File: src/integer_to_ascii_radix_top_assert.svh
// Assertion macros for the integer-to-ASCII converter.
// Used by integer_to_ascii_radix_top; no other dependencies.
`ifndef INTEGER_TO_ASCII_RADIX_TOP_ASSERT_SVH
`define INTEGER_TO_ASCII_RADIX_TOP_ASSERT_SVH

// Same-cycle implication, checked outside reset.
`define ITAR_ASSERT_IMP(label, clk, rst_n, ante, cons, msg) \
    label: assert property (@(posedge clk) disable iff (!rst_n) (ante) |-> (cons)) \
        else $error(msg);

// Next-cycle implication, checked outside reset.
`define ITAR_ASSERT_NEXT(label, clk, rst_n, ante, cons, msg) \
    label: assert property (@(posedge clk) disable iff (!rst_n) (ante) |=> (cons)) \
        else $error(msg);

`endif

File: src/itar_pkg.sv
// Shared types, constants and character helpers for the integer-to-ASCII converter.
// No dependencies; used by every module of the block.
package itar_pkg;

    localparam int VALUE_W    = 64;
    localparam int FUNC_W     = 2;
    localparam int MINW_W     = 6;
    localparam int LIMIT_W    = 5;
    localparam int CHAR_W     = 8;
    localparam int DIGIT_W    = 4;
    localparam int RADIX_W    = DIGIT_W + 1;
    localparam int MAX_DIGITS = 22;
    localparam int MAX_WIDTH  = 32;
    localparam int RUN_WIDTH_MAX = 32;

    localparam logic [FUNC_W-1:0] FUNC_DEC = 2'd1;

    localparam logic [CHAR_W-1:0] CHAR_MINUS   = 8'h2D;
    localparam logic [CHAR_W-1:0] CHAR_SPACE   = 8'h20;
    localparam logic [CHAR_W-1:0] CHAR_ZERO    = 8'h30;
    localparam logic [CHAR_W-1:0] CHAR_UPPER_A = 8'h41;
    localparam logic [CHAR_W-1:0] CHAR_LOWER_A = 8'h61;

    typedef enum logic [1:0] {
        RADIX_OCT,
        RADIX_DEC,
        RADIX_HEX
    } t_radix;

    typedef enum logic [2:0] {
        S_IDLE,
        S_CONV,
        S_NORM,
        S_SIGN,
        S_PAD,
        S_DIGIT
    } t_state;

    typedef struct packed {
        logic clear;
        logic conv;
        logic shift;
    } t_cell_ctl;

    // The upper selector bit alone picks hexadecimal, so code 3 is hex as well.
    function automatic t_radix itar_decode_radix(input logic [FUNC_W-1:0] func);
        t_radix r;
        if (func[FUNC_W-1]) begin
            r = RADIX_HEX;
        end else if (func == FUNC_DEC) begin
            r = RADIX_DEC;
        end else begin
            r = RADIX_OCT;
        end
        return r;
    endfunction

    function automatic logic [RADIX_W-1:0] itar_radix_value(input t_radix r);
        logic [RADIX_W-1:0] v;
        case (r)
            RADIX_OCT: v = RADIX_W'(8);
            RADIX_DEC: v = RADIX_W'(10);
            RADIX_HEX: v = RADIX_W'(16);
            default:   v = RADIX_W'(16);
        endcase
        return v;
    endfunction

    function automatic logic [CHAR_W-1:0] itar_digit_char(input logic [DIGIT_W-1:0] d,
                                                          input logic upper);
        logic [CHAR_W-1:0] c;
        if (d < DIGIT_W'(10)) begin
            c = CHAR_ZERO + CHAR_W'(d);
        end else begin
            c = (upper ? CHAR_UPPER_A : CHAR_LOWER_A) + CHAR_W'(d) - CHAR_W'(10);
        end
        return c;
    endfunction

endpackage

File: src/itar_cell.sv
// One digit cell of the conversion chain: doubles its digit and adds the bit from below.
// Depends on itar_pkg.
module itar_cell (
    input  logic                            i_clk,
    input  itar_pkg::t_cell_ctl             i_ctl,
    input  logic [itar_pkg::RADIX_W-1:0]    i_radix_val,
    input  logic                            i_carry,
    output logic                            o_carry,
    input  logic [itar_pkg::DIGIT_W-1:0]    i_digit,
    output logic [itar_pkg::DIGIT_W-1:0]    o_digit
);
    import itar_pkg::*;

    logic [DIGIT_W-1:0] r_digit;
    logic [DIGIT_W-1:0] n_digit;
    logic [RADIX_W-1:0] w_sum;
    logic [RADIX_W-1:0] w_diff;
    logic               w_ge;

    // The digit is always below the radix, so twice it plus one stays below twice
    // the radix and a single compare and subtract keeps it in range.
    assign w_sum   = {r_digit, i_carry};
    assign w_ge    = (w_sum >= i_radix_val);
    assign w_diff  = w_sum - i_radix_val;
    assign o_carry = w_ge;
    assign o_digit = r_digit;

    always_comb begin
        n_digit = r_digit;
        if (i_ctl.clear) begin
            n_digit = '0;
        end else if (i_ctl.conv) begin
            n_digit = w_ge ? w_diff[DIGIT_W-1:0] : w_sum[DIGIT_W-1:0];
        end else if (i_ctl.shift) begin
            n_digit = i_digit;
        end
    end

    always_ff @(posedge i_clk) begin
        r_digit <= n_digit;
    end

endmodule

File: src/itar_chain.sv
// Row of digit cells, lowest digit in cell 0; shifts bits in or digits upward.
// Depends on itar_pkg and itar_cell.
module itar_chain #(
    parameter int NUM_CELLS = itar_pkg::MAX_DIGITS
) (
    input  logic                            i_clk,
    input  itar_pkg::t_cell_ctl             i_ctl,
    input  itar_pkg::t_radix                i_radix,
    input  logic                            i_bit,
    output logic [itar_pkg::DIGIT_W-1:0]    o_top_digit,
    output logic                            o_carry_out
);
    import itar_pkg::*;

    logic [RADIX_W-1:0] w_radix_val;
    logic               w_carry    [NUM_CELLS:0];
    logic [DIGIT_W-1:0] w_digit    [NUM_CELLS-1:0];
    logic [DIGIT_W-1:0] w_shift_in [NUM_CELLS-1:0];

    assign w_radix_val = itar_radix_value(i_radix);
    assign w_carry[0]  = i_bit;
    assign w_shift_in[0] = '0;

    genvar k;
    generate
        for (k = 0; k < NUM_CELLS; k++) begin : g_cell
            if (k > 0) begin : g_link
                assign w_shift_in[k] = w_digit[k-1];
            end
            itar_cell u_cell (
                .i_clk       (i_clk),
                .i_ctl       (i_ctl),
                .i_radix_val (w_radix_val),
                .i_carry     (w_carry[k]),
                .o_carry     (w_carry[k+1]),
                .i_digit     (w_shift_in[k]),
                .o_digit     (w_digit[k])
            );
        end
    endgenerate

    assign o_top_digit = w_digit[NUM_CELLS-1];
    assign o_carry_out = w_carry[NUM_CELLS];

endmodule

File: src/integer_to_ascii_radix_top.sv
// Channel   | Direction | Handshake                     | Payload
// request   | in        | start high while busy is low  | i_value, i_func, i_min_width,
//           |           |                               | i_pad_zero, i_upper_case, i_digit_limit
// character | out       | o_strobe, high for each char  | o_char_out, o_last
//
// A request is shifted bit-serially through the digit cell chain, then leading zeros
// (and digits above the limit) are shifted out of the top cell, the padding is sized,
// and the characters (at most 33) are emitted in turn. busy stays high through all
// of these steps; each character is registered and appears in the cycle after its
// state. Reset is synchronous and returns the controller to idle.
// The receiver cannot stall, so characters leave at one per cycle.
// Depends on itar_pkg, itar_chain and the assertion macro header.
module integer_to_ascii_radix_top #(
    parameter int MAX_WIDTH = itar_pkg::MAX_WIDTH
) (
    input  logic                                    i_clk,
    input  logic                                    i_rst_n,
    input  logic                                    start,
    output logic                                    busy,
    input  logic signed [itar_pkg::VALUE_W-1:0]     i_value,
    input  logic [itar_pkg::FUNC_W-1:0]             i_func,
    input  logic [itar_pkg::MINW_W-1:0]             i_min_width,
    input  logic                                    i_pad_zero,
    input  logic                                    i_upper_case,
    input  logic [itar_pkg::LIMIT_W-1:0]            i_digit_limit,
    output logic                                    o_strobe,
    output logic [itar_pkg::CHAR_W-1:0]             o_char_out,
    output logic                                    o_last
);
    import itar_pkg::*;

    localparam int WIDTH_CAP = (MAX_WIDTH < RUN_WIDTH_MAX) ? MAX_WIDTH : RUN_WIDTH_MAX;
    localparam logic [MINW_W-1:0] WIDTH_CAP_V = MINW_W'(WIDTH_CAP);
    localparam int DCNT_W = $clog2(MAX_DIGITS + 1);
    localparam int BCNT_W = $clog2(VALUE_W);

    t_state              r_state, n_state;
    t_radix              r_radix, n_radix;
    logic [VALUE_W-1:0]  r_mag, n_mag;
    logic [BCNT_W-1:0]   r_bit_cnt, n_bit_cnt;
    logic [DCNT_W-1:0]   r_dig_cnt, n_dig_cnt;
    logic [MINW_W-1:0]   r_pad_cnt, n_pad_cnt;
    logic [MINW_W-1:0]   r_width, n_width;
    logic [LIMIT_W-1:0]  r_limit, n_limit;
    logic                r_pad_zero, n_pad_zero;
    logic                r_upper, n_upper;
    logic                r_neg, n_neg;
    logic                r_lead, n_lead;
    logic                r_strobe, n_strobe;
    logic [CHAR_W-1:0]   r_char, n_char;
    logic                r_last, n_last;

    t_cell_ctl           w_ctl;
    t_radix              w_in_radix;
    logic                w_in_neg;
    logic [DIGIT_W-1:0]  w_top_digit;
    logic                w_carry_top;
    logic                w_accept;
    logic                w_conv_done;
    logic                w_norm_shift;
    logic [MINW_W-1:0]   w_pad_calc;

    itar_chain #(
        .NUM_CELLS (MAX_DIGITS)
    ) u_chain (
        .i_clk       (i_clk),
        .i_ctl       (w_ctl),
        .i_radix     (r_radix),
        .i_bit       (r_mag[VALUE_W-1]),
        .o_top_digit (w_top_digit),
        .o_carry_out (w_carry_top)
    );

    assign busy        = (r_state != S_IDLE);
    assign w_accept    = start && !busy;
    assign w_in_radix  = itar_decode_radix(i_func);
    assign w_in_neg    = (w_in_radix != RADIX_HEX) && i_value[VALUE_W-1];
    assign w_conv_done = (r_bit_cnt == BCNT_W'(VALUE_W - 1));

    // Shift while the top cell holds a leading zero (one digit always stays), or
    // while more digits remain than the limit allows. Once a nonzero digit has
    // reached the top, zeros below it are real digits and are kept.
    assign w_norm_shift =
        (r_lead && (r_dig_cnt > DCNT_W'(1)) && (w_top_digit == '0)) ||
        ((r_limit != '0) && (MINW_W'(r_dig_cnt) > MINW_W'(r_limit)));

    assign w_pad_calc = (r_width > MINW_W'(r_dig_cnt)) ? (r_width - MINW_W'(r_dig_cnt)) : '0;

    // Next state.
    always_comb begin
        n_state = r_state;
        case (r_state)
            S_IDLE: begin
                if (w_accept) begin
                    n_state = S_CONV;
                end
            end
            S_CONV: begin
                if (w_conv_done) begin
                    n_state = S_NORM;
                end
            end
            S_NORM: begin
                if (!w_norm_shift) begin
                    if (r_neg) begin
                        n_state = S_SIGN;
                    end else if (w_pad_calc != '0) begin
                        n_state = S_PAD;
                    end else begin
                        n_state = S_DIGIT;
                    end
                end
            end
            S_SIGN: begin
                n_state = (r_pad_cnt != '0) ? S_PAD : S_DIGIT;
            end
            S_PAD: begin
                if (r_pad_cnt == MINW_W'(1)) begin
                    n_state = S_DIGIT;
                end
            end
            S_DIGIT: begin
                if (r_dig_cnt == DCNT_W'(1)) begin
                    n_state = S_IDLE;
                end
            end
            default: n_state = S_IDLE;
        endcase
    end

    // Datapath and outputs.
    always_comb begin
        n_radix    = r_radix;
        n_mag      = r_mag;
        n_bit_cnt  = r_bit_cnt;
        n_dig_cnt  = r_dig_cnt;
        n_pad_cnt  = r_pad_cnt;
        n_width    = r_width;
        n_limit    = r_limit;
        n_pad_zero = r_pad_zero;
        n_upper    = r_upper;
        n_neg      = r_neg;
        n_lead     = r_lead;
        n_strobe   = 1'b0;
        n_char     = r_char;
        n_last     = 1'b0;
        w_ctl      = '0;
        case (r_state)
            S_IDLE: begin
                if (w_accept) begin
                    n_radix    = w_in_radix;
                    n_neg      = w_in_neg;
                    n_mag      = w_in_neg ? (VALUE_W'(0) - $unsigned(i_value))
                                          : $unsigned(i_value);
                    n_bit_cnt  = '0;
                    n_dig_cnt  = DCNT_W'(MAX_DIGITS);
                    n_width    = (i_min_width > WIDTH_CAP_V) ? WIDTH_CAP_V : i_min_width;
                    n_limit    = i_digit_limit;
                    n_pad_zero = i_pad_zero;
                    n_upper    = i_upper_case;
                    n_lead     = 1'b1;
                    w_ctl.clear = 1'b1;
                end
            end
            S_CONV: begin
                w_ctl.conv = 1'b1;
                n_mag      = {r_mag[VALUE_W-2:0], 1'b0};
                n_bit_cnt  = r_bit_cnt + BCNT_W'(1);
            end
            S_NORM: begin
                if (w_top_digit != '0) begin
                    n_lead = 1'b0;
                end
                if (w_norm_shift) begin
                    w_ctl.shift = 1'b1;
                    n_dig_cnt   = r_dig_cnt - DCNT_W'(1);
                end else begin
                    n_pad_cnt = w_pad_calc;
                end
            end
            S_SIGN: begin
                n_strobe = 1'b1;
                n_char   = CHAR_MINUS;
            end
            S_PAD: begin
                n_strobe  = 1'b1;
                n_char    = r_pad_zero ? CHAR_ZERO : CHAR_SPACE;
                n_pad_cnt = r_pad_cnt - MINW_W'(1);
            end
            S_DIGIT: begin
                n_strobe    = 1'b1;
                n_char      = itar_digit_char(w_top_digit, r_upper);
                n_last      = (r_dig_cnt == DCNT_W'(1));
                w_ctl.shift = 1'b1;
                n_dig_cnt   = r_dig_cnt - DCNT_W'(1);
            end
            default: begin
                n_strobe = 1'b0;
            end
        endcase
    end

    always_ff @(posedge i_clk) begin
        if (!i_rst_n) begin
            r_state  <= S_IDLE;
            r_strobe <= 1'b0;
            r_last   <= 1'b0;
        end else begin
            r_state  <= n_state;
            r_strobe <= n_strobe;
            r_last   <= n_last;
        end
    end

    always_ff @(posedge i_clk) begin
        r_radix    <= n_radix;
        r_mag      <= n_mag;
        r_bit_cnt  <= n_bit_cnt;
        r_dig_cnt  <= n_dig_cnt;
        r_pad_cnt  <= n_pad_cnt;
        r_width    <= n_width;
        r_limit    <= n_limit;
        r_pad_zero <= n_pad_zero;
        r_upper    <= n_upper;
        r_neg      <= n_neg;
        r_lead     <= n_lead;
        r_char     <= n_char;
    end

    assign o_strobe   = r_strobe;
    assign o_char_out = r_char;
    assign o_last     = r_last;

`include "integer_to_ascii_radix_top_assert.svh"

    `ITAR_ASSERT_IMP(a_last_strobed, i_clk, i_rst_n, o_last, o_strobe, "last without strobe")
    `ITAR_ASSERT_NEXT(a_run_ends, i_clk, i_rst_n, o_last, !o_strobe, "character after last")
    `ITAR_ASSERT_IMP(a_no_overflow, i_clk, i_rst_n, r_state == S_CONV, !w_carry_top, "digit chain overflow")
    `ITAR_ASSERT_NEXT(a_accept_quiet, i_clk, i_rst_n, w_accept, busy && !o_strobe, "request not taken")

endmodule
File: config.mk
export PLATFORM = sky130hd
export DESIGN_NAME = integer_to_ascii_radix_top
export DESIGN_NICKNAME = d
export VERILOG_FILES = /design/src/itar_pkg.sv /design/src/itar_cell.sv /design/src/itar_chain.sv /design/src/integer_to_ascii_radix_top.sv
export VERILOG_INCLUDE_DIRS = /design/src /design/src/src
export SDC_FILE = /design/constraint.sdc
export NUM_CORES = 1
export LEC_CHECK = 0
export ABC_AREA = 1
export BUFFER_PORTS_ARGS = -buffer_cell sky130_fd_sc_hd__buf_2
export CORE_ASPECT_RATIO = 1.4
export CORE_MARGIN = 2
export CORE_UTILIZATION = 60
export CTS_CLUSTER_DIAMETER = 200
export DETAILED_ROUTE_END_ITERATION = 10
export PLACE_DENSITY = 0.79
export SETUP_SLACK_MARGIN = 0.15
export SYNTH_ARGS = -nofsm -noshare
export SYNTH_HDL_FRONTEND = slang
export SYNTH_SLANG_ARGS = --single-unit
File: constraint.sdc
create_clock -name i_clk -period 10.9 [get_ports i_clk]
set_input_delay 1.635 -clock i_clk [delete_from_list [all_inputs] [get_ports i_clk]]
set_output_delay 1.635 -clock i_clk [all_outputs]
set_load 0.01 [all_outputs]
==> impl_metrics.toml, run 1 <==
[clock_tree]
clk_path_buf_depth = 2
ctsResizeCount = 0
clock_insertion_delay_at_the_later_pin_of_the_skew_report_ns = 0.44
holdBufCountCts = 0
clkTransAtPathRegs_ns = 0.08
h-tree-depth = 4
cts.repair_timing.setup_buffer_count = 0
numCtsBuffers = 17
ctsRootBufferMaster = "sky130_fd_sc_hd__clkbuf_16"
sink_count = 198
clock_tree_from_tritoncts = "done"

[power_and_ir_drop]
p_leak_nw = 6.03
power_density_mw_per_mm2 = 275
power_frac_comb_pct = 49.3
power_switching_mw = 1.78
power.internal_mw = 2.22
sw_frac_of_total_pct = 44.5
p_seq_share_pct = 34.6
vdd.ir_drop.worst_mv = 0.158
power_frac_clock_pct = 16.1

[grt]
overflow = 0
via_count_of_the_first_global_routing_pass = 11549
grt_first_pass_wirelength_mm = 52.1
global_route.usage.total_pct = 26.8
largest_net_degree_at_the_start_of_global_routing = 116
antenna_violations_before_repair = 0

[logic_synthesis]
yosys.area.top_type = "sky130_fd_sc_hd__edfxtp_1"
synth.top_cells.by_count = "sky130_fd_sc_hd__nand2_1, sky130_fd_sc_hd__o21ai_0, sky130_fd_sc_hd__inv_1"
post-synth-top-count-cell = "sky130_fd_sc_hd__nand2_1"
synthesis.area_mm2 = 0.0133
yosys_register_bits = 198
avgSynthCellArea_um2 = 8.06
seq_area_frac_synth_pct = 37.7
largest_cells_by_area_after_synthesis = "sky130_fd_sc_hd__edfxtp_1, sky130_fd_sc_hd__dfxtp_1, sky130_fd_sc_hd__ha_1"
netlist-cell-type-count = 59
yosysTopAreaCellShare_pct = 23.7
ys.flop_type = "sky130_fd_sc_hd__edfxtp_1"
post_synth_net_total = 1834
synth_edf_count = 105
yosys_warnings = 0
postSynthCellCount = 1648
async_flop_share_pct = 0

[route]
drt-wirelength-per-cell_um = 15.2
post_dr_vias_cell = 5.87
detail_route.wirelength_mm = 30.5
dr_total_vias = 11790
drc = 0
drt_pre_antenna_iters = 5
drt_iter0_drc = 760
antenna_violating_nets_left = 0

[worst_setup_path]
cp_slowest_stage_delay_ns = 0.74
timing.setup.critical_path_class = "flop to flop"
reg2reg_setup_slack_ns = 5.59
cp.arrival_ns = 5.66
worst-endpoint-required_ns = 11.25
cp_slowest_cell = "sky130_fd_sc_hd__inv_1"
endpoint_kind = "flop"
startpoint_type = "flop"
crit_fanout = 24
most_frequent_cp_cell = "sky130_fd_sc_hd__nand3_2"

[floorplan]
floorplan.die.width_um = 130
chipHeight_um = 180
core_mm2 = 0.0218
ios = 93
placement_rows = 64
initial_utilization_pct = 61.0
floorplan.die_area_mm2 = 0.0234

[place]
finalWeightedCongestion = 0.912
hpwlAfterDp_mm = 20.8
place.port_buffers = 91

[hold_path]
worstHoldPathType = "flop to flop"

[sta]
setup_tns_ns = 0
rsz_0062_raised_after_global_routing = "no"
worst_slew_pin_slew_ns = 1.01
max_slew_headroom_pct = 32.9
min_period_ns = 5.31
fin_worst_skew_ns = 0.0146
min_period_over_period_pct = 48.7
setup-violations-final = 0
hold_violations = 0
slew_violations = 0
fmax_mhz = 188

[flow_run]
maxCapViolations = 0

[cells_and_area]
num_antenna_cells = 0
final_core_utilization_pct = 66.7
drive_gt1_share_pct = 11.6
nets = 1886
layout-area-overhead-vs-synth_pct = 9.33

[run_status]
outcome = "finished clean"
-- layout by cell type, fill, tap and decap left out, drive strengths merged, types with 30 or more instances in the layout --
| master | Yosys | layout |
|---|---|---|
| a21oi | 137 | 137 |
| buf | 12 | 102 |
| dfxtp | 93 | 93 |
| edfxtp | 105 | 105 |
| ha | 103 | 103 |
| inv | 186 | 188 |
| nand2 | 266 | 266 |
| nand3 | 63 | 63 |
| nor2 | 134 | 134 |
| nor3 | 36 | 36 |
| o21ai | 195 | 195 |
| xnor2 | 30 | 30 |
| xor2 | 59 | 59 |
-- worst paths after layout --
kind	startpoint	to	cells past startpoint
setup reg to reg	r_radix[1]	u_chain.g_cell[21].u_cell.o_digit[2]	31
hold reg to reg	u_chain.g_cell[6].u_cell.o_digit[0]	u_chain.g_cell[6].u_cell.o_digit[1]	2
setup / recovery	r_radix[1]	u_chain.g_cell[21].u_cell.o_digit[2]	31
hold / removal	u_chain.g_cell[6].u_cell.o_digit[0]	u_chain.g_cell[6].u_cell.o_digit[1]	2
-- per-stage QoR --
step | hold slack (ns) | area (um2) | instances | power, mW | worst slack, ns
finish | 0.481 | 14500 | 2010 | 3.99 | 5.59
CTS | 0.480 | 14500 | 2010 | 4.00 | 5.56
global placement | 0.464 | 13900 | 1978 | 3.26 | 5.72
detailed placement | 0.469 | 13900 | 1978 | 3.34 | 5.60
global route | 0.516 | 14500 | 2010 | 4.36 | 5.09
floorplan | 0.450 | 13300 | 1648 | 2.87 | 6.38
-- cell type report --
class / instances / area, um2
clock inverter: 13 / 155
sequential: 198 / 5010
tap: 297 / 372
timing repair buffer: 102 / 538
clock buffer: 19 / 433
multi-input combinational: 1192 / 7310
inverter: 189 / 711
fill: 1867 / 7250
-- worst max-delay path: cells and delay by family (launching register included) --
family          cells  cell delay [ns]
buf+inv             3             1.49
compound gates      1             0.29
flops               1             0.36
fa+ha+maj           2             0.47
simple gates       25             2.57
-- per-layer routing --
layer,GRT usage (%),vias up,part of all wire (%)
met2,46.1,324,50
met3,3.80,65,4.3
met4,10.8,0,2.6
met1,33.4,5547,43
met5,0,-,0
li1,-,5854,-
-- registers in the layout, summed over array words and instances, names as in the netlist, 2 cells and up --
register	count
u_chain.g_cell.u_cell.o_digit	88
r_bit_cnt	6
r_mag	64
r_radix	2
r_dig_cnt	5
r_pad_cnt	6
r_width	6
r_limit	5
o_char_out	7
r_state	3
-- logic make-up (layout without fill, tap and decap cells) --
| group | count (synthesis) | count (layout) | synth area share [%] |
|---|---|---|---|
| other | 1 | 1 | 0.0282 |
| adders and majority gates | 104 | 104 | 9.85 |
| buffers and inverters | 258 | 323 | 7.38 |
| DFF | 198 | 198 | 37.7 |
| xor gates and xnor gates | 89 | 89 | 5.87 |
| AOI/OAI and AO/OA | 449 | 449 | 19.6 |
| and+or+nand+nor | 549 | 549 | 19.6 |
-- power groups by stage --
stage               clock network, mW  logic, mW  registers [mW]
finish                          0.643       1.97            1.38
CTS                             0.654       1.96            1.38
global route                    0.678       2.26            1.42
detailed placement                  0       1.95            1.39
global placement                    0       1.88            1.38
floorplan                           0       1.52            1.35
Note: power is estimated with default switching activity, not from simulation.
==> run 2, diff against run 1 <==
--- a/config.mk
+++ b/config.mk
@@ -6,14 +6,14 @@
 export SDC_FILE = /design/constraint.sdc
 export NUM_CORES = 1
 export LEC_CHECK = 0
-export ABC_AREA = 1
+export ABC_AREA = 0
 export BUFFER_PORTS_ARGS = -buffer_cell sky130_fd_sc_hd__buf_2
 export CORE_ASPECT_RATIO = 1.4
 export CORE_MARGIN = 2
-export CORE_UTILIZATION = 60
+export CORE_UTILIZATION = 56
 export CTS_CLUSTER_DIAMETER = 200
 export DETAILED_ROUTE_END_ITERATION = 10
-export PLACE_DENSITY = 0.79
+export PLACE_DENSITY = 0.78
 export SETUP_SLACK_MARGIN = 0.15
 export SYNTH_ARGS = -nofsm -noshare
 export SYNTH_HDL_FRONTEND = slang
==> constraint.sdc (replaced) <==
create_clock -name i_clk -period 4.3 [get_ports i_clk]
set_input_delay 0.645 -clock i_clk [delete_from_list [all_inputs] [get_ports i_clk]]
set_output_delay 0.645 -clock i_clk [all_outputs]
set_load 0.01 [all_outputs]
==> impl_metrics.toml, run 2 <==
[logic_synthesis]
synthesis.area_mm2 = 0.0131
async_flop_share_pct = 0
avgSynthCellArea_um2 = 8.75
yosys.area.top_type = "sky130_fd_sc_hd__edfxtp_1"
yosys_warnings = 0
netlist-cell-type-count = 81
synth_edf_count = 105
seq_area_frac_synth_pct = 38.2
post_synth_net_total = 1687
yosys_register_bits = 198
post-synth-top-count-cell = "sky130_fd_sc_hd__nor2_1"
yosysTopAreaCellShare_pct = 24.0
largest_cells_by_area_after_synthesis = "sky130_fd_sc_hd__edfxtp_1, sky130_fd_sc_hd__dfxtp_1, sky130_fd_sc_hd__ha_1"
postSynthCellCount = 1501
synth.top_cells.by_count = "sky130_fd_sc_hd__nor2_1, sky130_fd_sc_hd__nand2_1, sky130_fd_sc_hd__o21ai_0"
ys.flop_type = "sky130_fd_sc_hd__edfxtp_1"

[worst_setup_path]
worst-endpoint-required_ns = 4.65
r2r.worst_path.cells = 14
endpoint_kind = "flop"
crit_fanout = 14
reg2reg_setup_slack_ns = 0.38
startpoint_type = "flop"
crit_start = "r_radix[1]"
cp_endpoint = "u_chain.g_cell[21].u_cell.o_digit[3]"
worst_r2r_startpoint = "r_radix[1]"
timing.rr.end = "u_chain.g_cell[21].u_cell.o_digit[3]"
timing.setup.critical_path_class = "flop to flop"
cp.arrival_ns = 4.27

[sta]
postLayoutSetupSlackWorst_ns = 0.379
max_slew_headroom_pct = 35.1
worst_slew_pin_slew_ns = 0.963
rsz_0062_raised_after_global_routing = "no"
fin_worst_skew_ns = 0.00817
setup_tns_ns = 0
hold_violations = 0
min_period_over_period_pct = 91.2
fin_hold_ws_ns = 0.378
min_period_ns = 3.92
slew_violations = 0
fmax_mhz = 255
setup-violations-final = 0

[grt]
grt_first_pass_wirelength_mm = 51.2
antenna_violations_before_repair = 0
largest_net_degree_at_the_start_of_global_routing = 94
global_route.usage.total_pct = 25.3
via_count_of_the_first_global_routing_pass = 11009
overflow = 0

[route]
detail_route.wirelength_mm = 30.6
antenna_violating_nets_left = 0
post_dr_vias_cell = 5.94
drt_pre_antenna_iters = 7
drt_iter0_drc = 738
drc = 0
dr_total_vias = 11231
drt-wirelength-per-cell_um = 16.2

[run_status]
outcome = "finished clean"

[flow_run]
maxCapViolations = 0

[clock_tree]
clock_tree_from_tritoncts = "done"
h-tree-depth = 4
numCtsBuffers = 17
clock_insertion_delay_at_the_later_pin_of_the_skew_report_ns = 0.44
clkTransAtPathRegs_ns = 0.07
sink_count = 198
ctsRootBufferMaster = "sky130_fd_sc_hd__clkbuf_16"
clk_path_buf_depth = 2

[floorplan]
core_mm2 = 0.0231
floorplan.die_area_mm2 = 0.0247
floorplan.die.width_um = 133
initial_utilization_pct = 56.8
ios = 93
chipHeight_um = 185
placement_rows = 66

[cells_and_area]
layout-area-overhead-vs-synth_pct = 11.6
num_antenna_cells = 0
layoutNonFillerInstCount = 1891
filler_cell_count = 1966
nets = 1758
largest_register_ffs = 88
final_core_utilization_pct = 63.4
mostFrequentLayoutCells = "sky130_fd_sc_hd__nor2_1, sky130_fd_sc_hd__nand2_1, sky130_fd_sc_hd__o21ai_0, sky130_fd_sc_hd__a21oi_1, sky130_fd_sc_hd__edfxtp_1"
final_area_mm2 = 0.0147
mostFrequentLayoutCell = "sky130_fd_sc_hd__nor2_1"
drive_gt1_share_pct = 13.8

[power_and_ir_drop]
total_power_mw = 10.5
power_density_mw_per_mm2 = 719
p_leak_nw = 5.72
vdd.ir_drop.worst_mv = 0.403

[place]
pre_cts_slack_ns = 0.305
place.port_buffers = 91
post_place_cells = 1852
finalWeightedCongestion = 0.913
postPlaceCellArea_mm2 = 0.0140
hpwlAfterDp_mm = 21.9

[hold_path]
worstHoldPathType = "primary input to flop"
==> run 2: changes by cell type after synthesis, sizes merged, moves of 15 or more <==
cell / before / now
nand2b: 0 / 23
a311oi: 19 / 4
a21oi: 137 / 111
and3: 0 / 17
xor2: 59 / 43
nor2: 134 / 157
mux2i: 0 / 31
inv: 186 / 83
o21ai: 195 / 125
nand3: 63 / 12
a211oi: 19 / 62
xnor2: 30 / 46
nand2: 266 / 146
nor2b: 0 / 37
==> run 2: cells by family after synthesis <==
family,synth area share (%)
other,0.0286
AOI/OAI and AO/OA,19.8
muxes,2.88
DFF,38.2
buffers and inverters,4.99
adders and majority gates,9.97
xor gates and xnor gates,5.94
and+or+nand+nor,18.3
==> run 2: power breakdown <==
group	internal, mW	switching, mW	total (mW)	leakage [nW]
logic	2.18	3.36	5.54	3.66
registers	2.95	0.465	3.42	1.77
clock network	0.838	0.741	1.58	0.285
==> run 2: what timing repair did <==
item	CTS	global route
endpoints found under the setup margin	0	8
hold buffers	0	0
setup buffers	0	7
resized for setup	0	4
==> run 2: worst min-delay path by stage <==
stage | from | to | slack (ns) | depth (start not counted)
after floorplan | u_chain.g_cell[11].u_cell.o_digit[1] | u_chain.g_cell[11].u_cell.o_digit[1] | 0.43 | 2
after CTS | i_digit_limit[2] | r_limit[2] | 0.36 | 1
after detailed placement | u_chain.g_cell[16].u_cell.o_digit[0] | u_chain.g_cell[16].u_cell.o_digit[0] | 0.45 | 2
final | i_digit_limit[2] | r_limit[2] | 0.38 | 1
after global placement | u_chain.g_cell[16].u_cell.o_digit[0] | u_chain.g_cell[16].u_cell.o_digit[0] | 0.44 | 2
after global routing | i_digit_limit[2] | r_limit[2] | 0.36 | 1
==> run 2: worst max-delay path, cell delays in order, from the launching register on <==
cell and delay, ns:
sky130_fd_sc_hd__edfxtp_1 0.38, sky130_fd_sc_hd__buf_4 0.20, sky130_fd_sc_hd__buf_4 0.22, sky130_fd_sc_hd__ha_1 0.38, sky130_fd_sc_hd__and4_1 0.22, sky130_fd_sc_hd__a311o_2 0.40
sky130_fd_sc_hd__o2111a_2 0.20, sky130_fd_sc_hd__a211oi_2 0.27, sky130_fd_sc_hd__o21ai_2 0.11, sky130_fd_sc_hd__a21oi_2 0.24, sky130_fd_sc_hd__o31ai_4 0.16, sky130_fd_sc_hd__o2111ai_4 0.33
sky130_fd_sc_hd__a21boi_4 0.13, sky130_fd_sc_hd__a211o_1 0.30, sky130_fd_sc_hd__a221oi_2 0.28
==> run 2: routing by layer <==
layer	part of all wire, %	global-route usage, %	wire length, um	vias to the layer above
li1	-	-	-	5562
met1	42	29.6	13000	5311
met2	51	45.7	15600	287
met3	4.1	4.21	1270	71
met4	2.6	10.4	796	0
met5	0	0	0	-
==> run 2: area by class of cell <==
type / count / area [um2] / share of cell area, %
clock buffers: 19 / 453 / 3.09
flip-flops and latches: 198 / 5010 / 34.2
inverters: 83 / 315 / 2.15
well taps: 306 / 383 / 2.61
clock inverters: 13 / 121 / 0.828
multi-input cells: 1144 / 7600 / 51.9
repair buffers: 128 / 766 / 5.23
==> run 3, diff against run 2 <==
--- a/config.mk
+++ b/config.mk
@@ -6,7 +6,7 @@
 export SDC_FILE = /design/constraint.sdc
 export NUM_CORES = 1
 export LEC_CHECK = 0
-export ABC_AREA = 0
+export ABC_AREA = 1
 export BUFFER_PORTS_ARGS = -buffer_cell sky130_fd_sc_hd__buf_2
 export CORE_ASPECT_RATIO = 1.4
 export CORE_MARGIN = 2
==> impl_metrics.toml, run 3 (same netlist as run 1, synthesis figures left out) <==
[run_status]
outcome = "finished clean"

[route]
drt_pre_antenna_iters = 5
detail_route.wirelength_mm = 30.6
drc = 0
dr_total_vias = 11757
drt_iter0_drc = 612
antenna_violating_nets_left = 0
drt-wirelength-per-cell_um = 15.0
post_dr_vias_cell = 5.74

[grt]
overflow = 0
largest_net_degree_at_the_start_of_global_routing = 187
global_route.usage.total_pct = 24.9
antenna_violations_before_repair = 0
via_count_of_the_first_global_routing_pass = 11346
grt_first_pass_wirelength_mm = 51.4

[sta]
max_slew_headroom_pct = 41.4
fin_worst_skew_ns = 0.00968
worst_slew_pin_slew_ns = 0.876
min_period_over_period_pct = 90.7
slew_violations = 0
fin_hold_ws_ns = 0.373
postLayoutSetupSlackWorst_ns = 0.399
setup-violations-final = 0
fmax_mhz = 256
rsz_0062_raised_after_global_routing = "no"
hold_violations = 0
min_period_ns = 3.90
setup_tns_ns = 0

[clock_tree]
ctsRootBufferMaster = "sky130_fd_sc_hd__clkbuf_16"
numCtsBuffers = 17
clock_insertion_delay_at_the_later_pin_of_the_skew_report_ns = 0.44
clock_tree_from_tritoncts = "done"
sink_count = 198
clkTransAtPathRegs_ns = 0.07
clk_path_buf_depth = 2
holdBufCountCts = 0
h-tree-depth = 4

[worst_setup_path]
crit_start = "r_radix[1]"
cp.arrival_ns = 4.24
most_frequent_cp_cell = "sky130_fd_sc_hd__nand3_2"
endpoint_kind = "flop"
worst-endpoint-required_ns = 4.64
worst_r2r_startpoint = "r_radix[1]"
cp_slowest_stage_delay_ns = 0.45
startpoint_type = "flop"
timing.setup.critical_path_class = "flop to flop"
cp_slowest_cell = "sky130_fd_sc_hd__edfxtp_1"
crit_fanout = 8

[cells_and_area]
largest_register_ffs = 88
drive_gt1_share_pct = 13.4
mostFrequentLayoutCell = "sky130_fd_sc_hd__nand2_1"
num_antenna_cells = 0
nets = 1914
layout-area-overhead-vs-synth_pct = 11.8
mostFrequentLayoutCells = "sky130_fd_sc_hd__nand2_1, sky130_fd_sc_hd__o21ai_0, sky130_fd_sc_hd__inv_1, sky130_fd_sc_hd__a21oi_1, sky130_fd_sc_hd__nor2_1"

[floorplan]
chipHeight_um = 186
initial_utilization_pct = 57.1
floorplan.die.width_um = 134
placement_rows = 66
core_mm2 = 0.0233
ios = 93
floorplan.die_area_mm2 = 0.0250

[power_and_ir_drop]
power_density_mw_per_mm2 = 695
p_leak_nw = 6.18
vdd.ir_drop.worst_mv = 0.431

[place]
finalWeightedCongestion = 0.873
pre_cts_slack_ns = 0.186
place.port_buffers = 91
hpwlAfterDp_mm = 21.1

[hold_path]
startpoint_of_the_tightest_hold_check_path = "i_digit_limit[3]"
worstHoldPathType = "primary input to flop"

[flow_run]
maxCapViolations = 0
## run 3: changes by cell type in the layout (fill, tap and decap cells not counted), moves of 27 or more
cell / previous run / this run
sky130_fd_sc_hd__a211oi_1: 60 / 17
sky130_fd_sc_hd__a21oi_1: 107 / 135
sky130_fd_sc_hd__inv_1: 81 / 175
sky130_fd_sc_hd__mux2i_1: 31 / 0
sky130_fd_sc_hd__nand2_1: 144 / 259
sky130_fd_sc_hd__nor2_1: 155 / 128
sky130_fd_sc_hd__nor2b_1: 37 / 0
sky130_fd_sc_hd__o21ai_0: 121 / 187
## run 3: worst paths after layout
check	to	slack, ns	cells past startpoint
max	u_chain.g_cell[20].u_cell.o_digit[2]	0.40	28
min	r_limit[3]	0.37	1
max reg2reg	u_chain.g_cell[20].u_cell.o_digit[2]	0.40	28
min reg2reg	u_chain.g_cell[6].u_cell.o_digit[1]	0.49	2
## run 3: critical path: cells and delay by family (launching register included)
| family | cells | cell delay, ns |
|---|---|---|
| AO/OA/AOI/OAI | 2 | 0.47 |
| buffers and inverters | 3 | 0.39 |
| flip-flops | 1 | 0.45 |
| adder cells (fa/ha/maj) | 1 | 0.32 |
| AND/OR/NAND/NOR | 22 | 2.15 |
## run 3: through the flow
step	instance area (um2)	utilization, %	power [mW]	instances
after floorplan	13300	-	7.28	1648
after global placement	14100	60.4	8.36	1995
after detailed placement	14100	60.4	8.55	1995
after CTS	14700	62.9	10.2	2027
after global routing	14900	63.8	11.2	2047
final	14900	63.8	10.3	2047
## run 3: where the power goes
group | internal, mW | leakage (nW) | switching [mW]
Combinational | 1.84 | 4.13 | 3.37
Clock | 0.893 | 0.276 | 0.726
Sequential | 3.02 | 1.77 | 0.478
Total | 5.76 | 6.18 | 4.57
## run 3: what timing repair did
action | 4_1_cts | 5_1_grt
setup endpoints to repair | 0 | 21
gates resized for setup | 0 | 10
buffers inserted | 0 | 20
## run 3: cell type report
type / instances / area (um2)
Clock buffer: 22 / 464
Clock inverter: 10 / 124
Fill cell: 2025 / 8430
Inverter: 189 / 719
Multi-Input combinational cell: 1192 / 7370
Sequential cell: 198 / 5010
Tap cell: 306 / 383
Timing Repair Buffer: 130 / 786
## run 3: metal layers
layer	track usage [%]	wire length, um	part of all wire [%]	vias up
met1	29.8	13300	43	5541
met2	45.0	15300	50	271
met3	3.79	1290	4.2	55
li1	-	-	-	5890
met4	9.01	718	2.3	0
met5	0	0	0	-
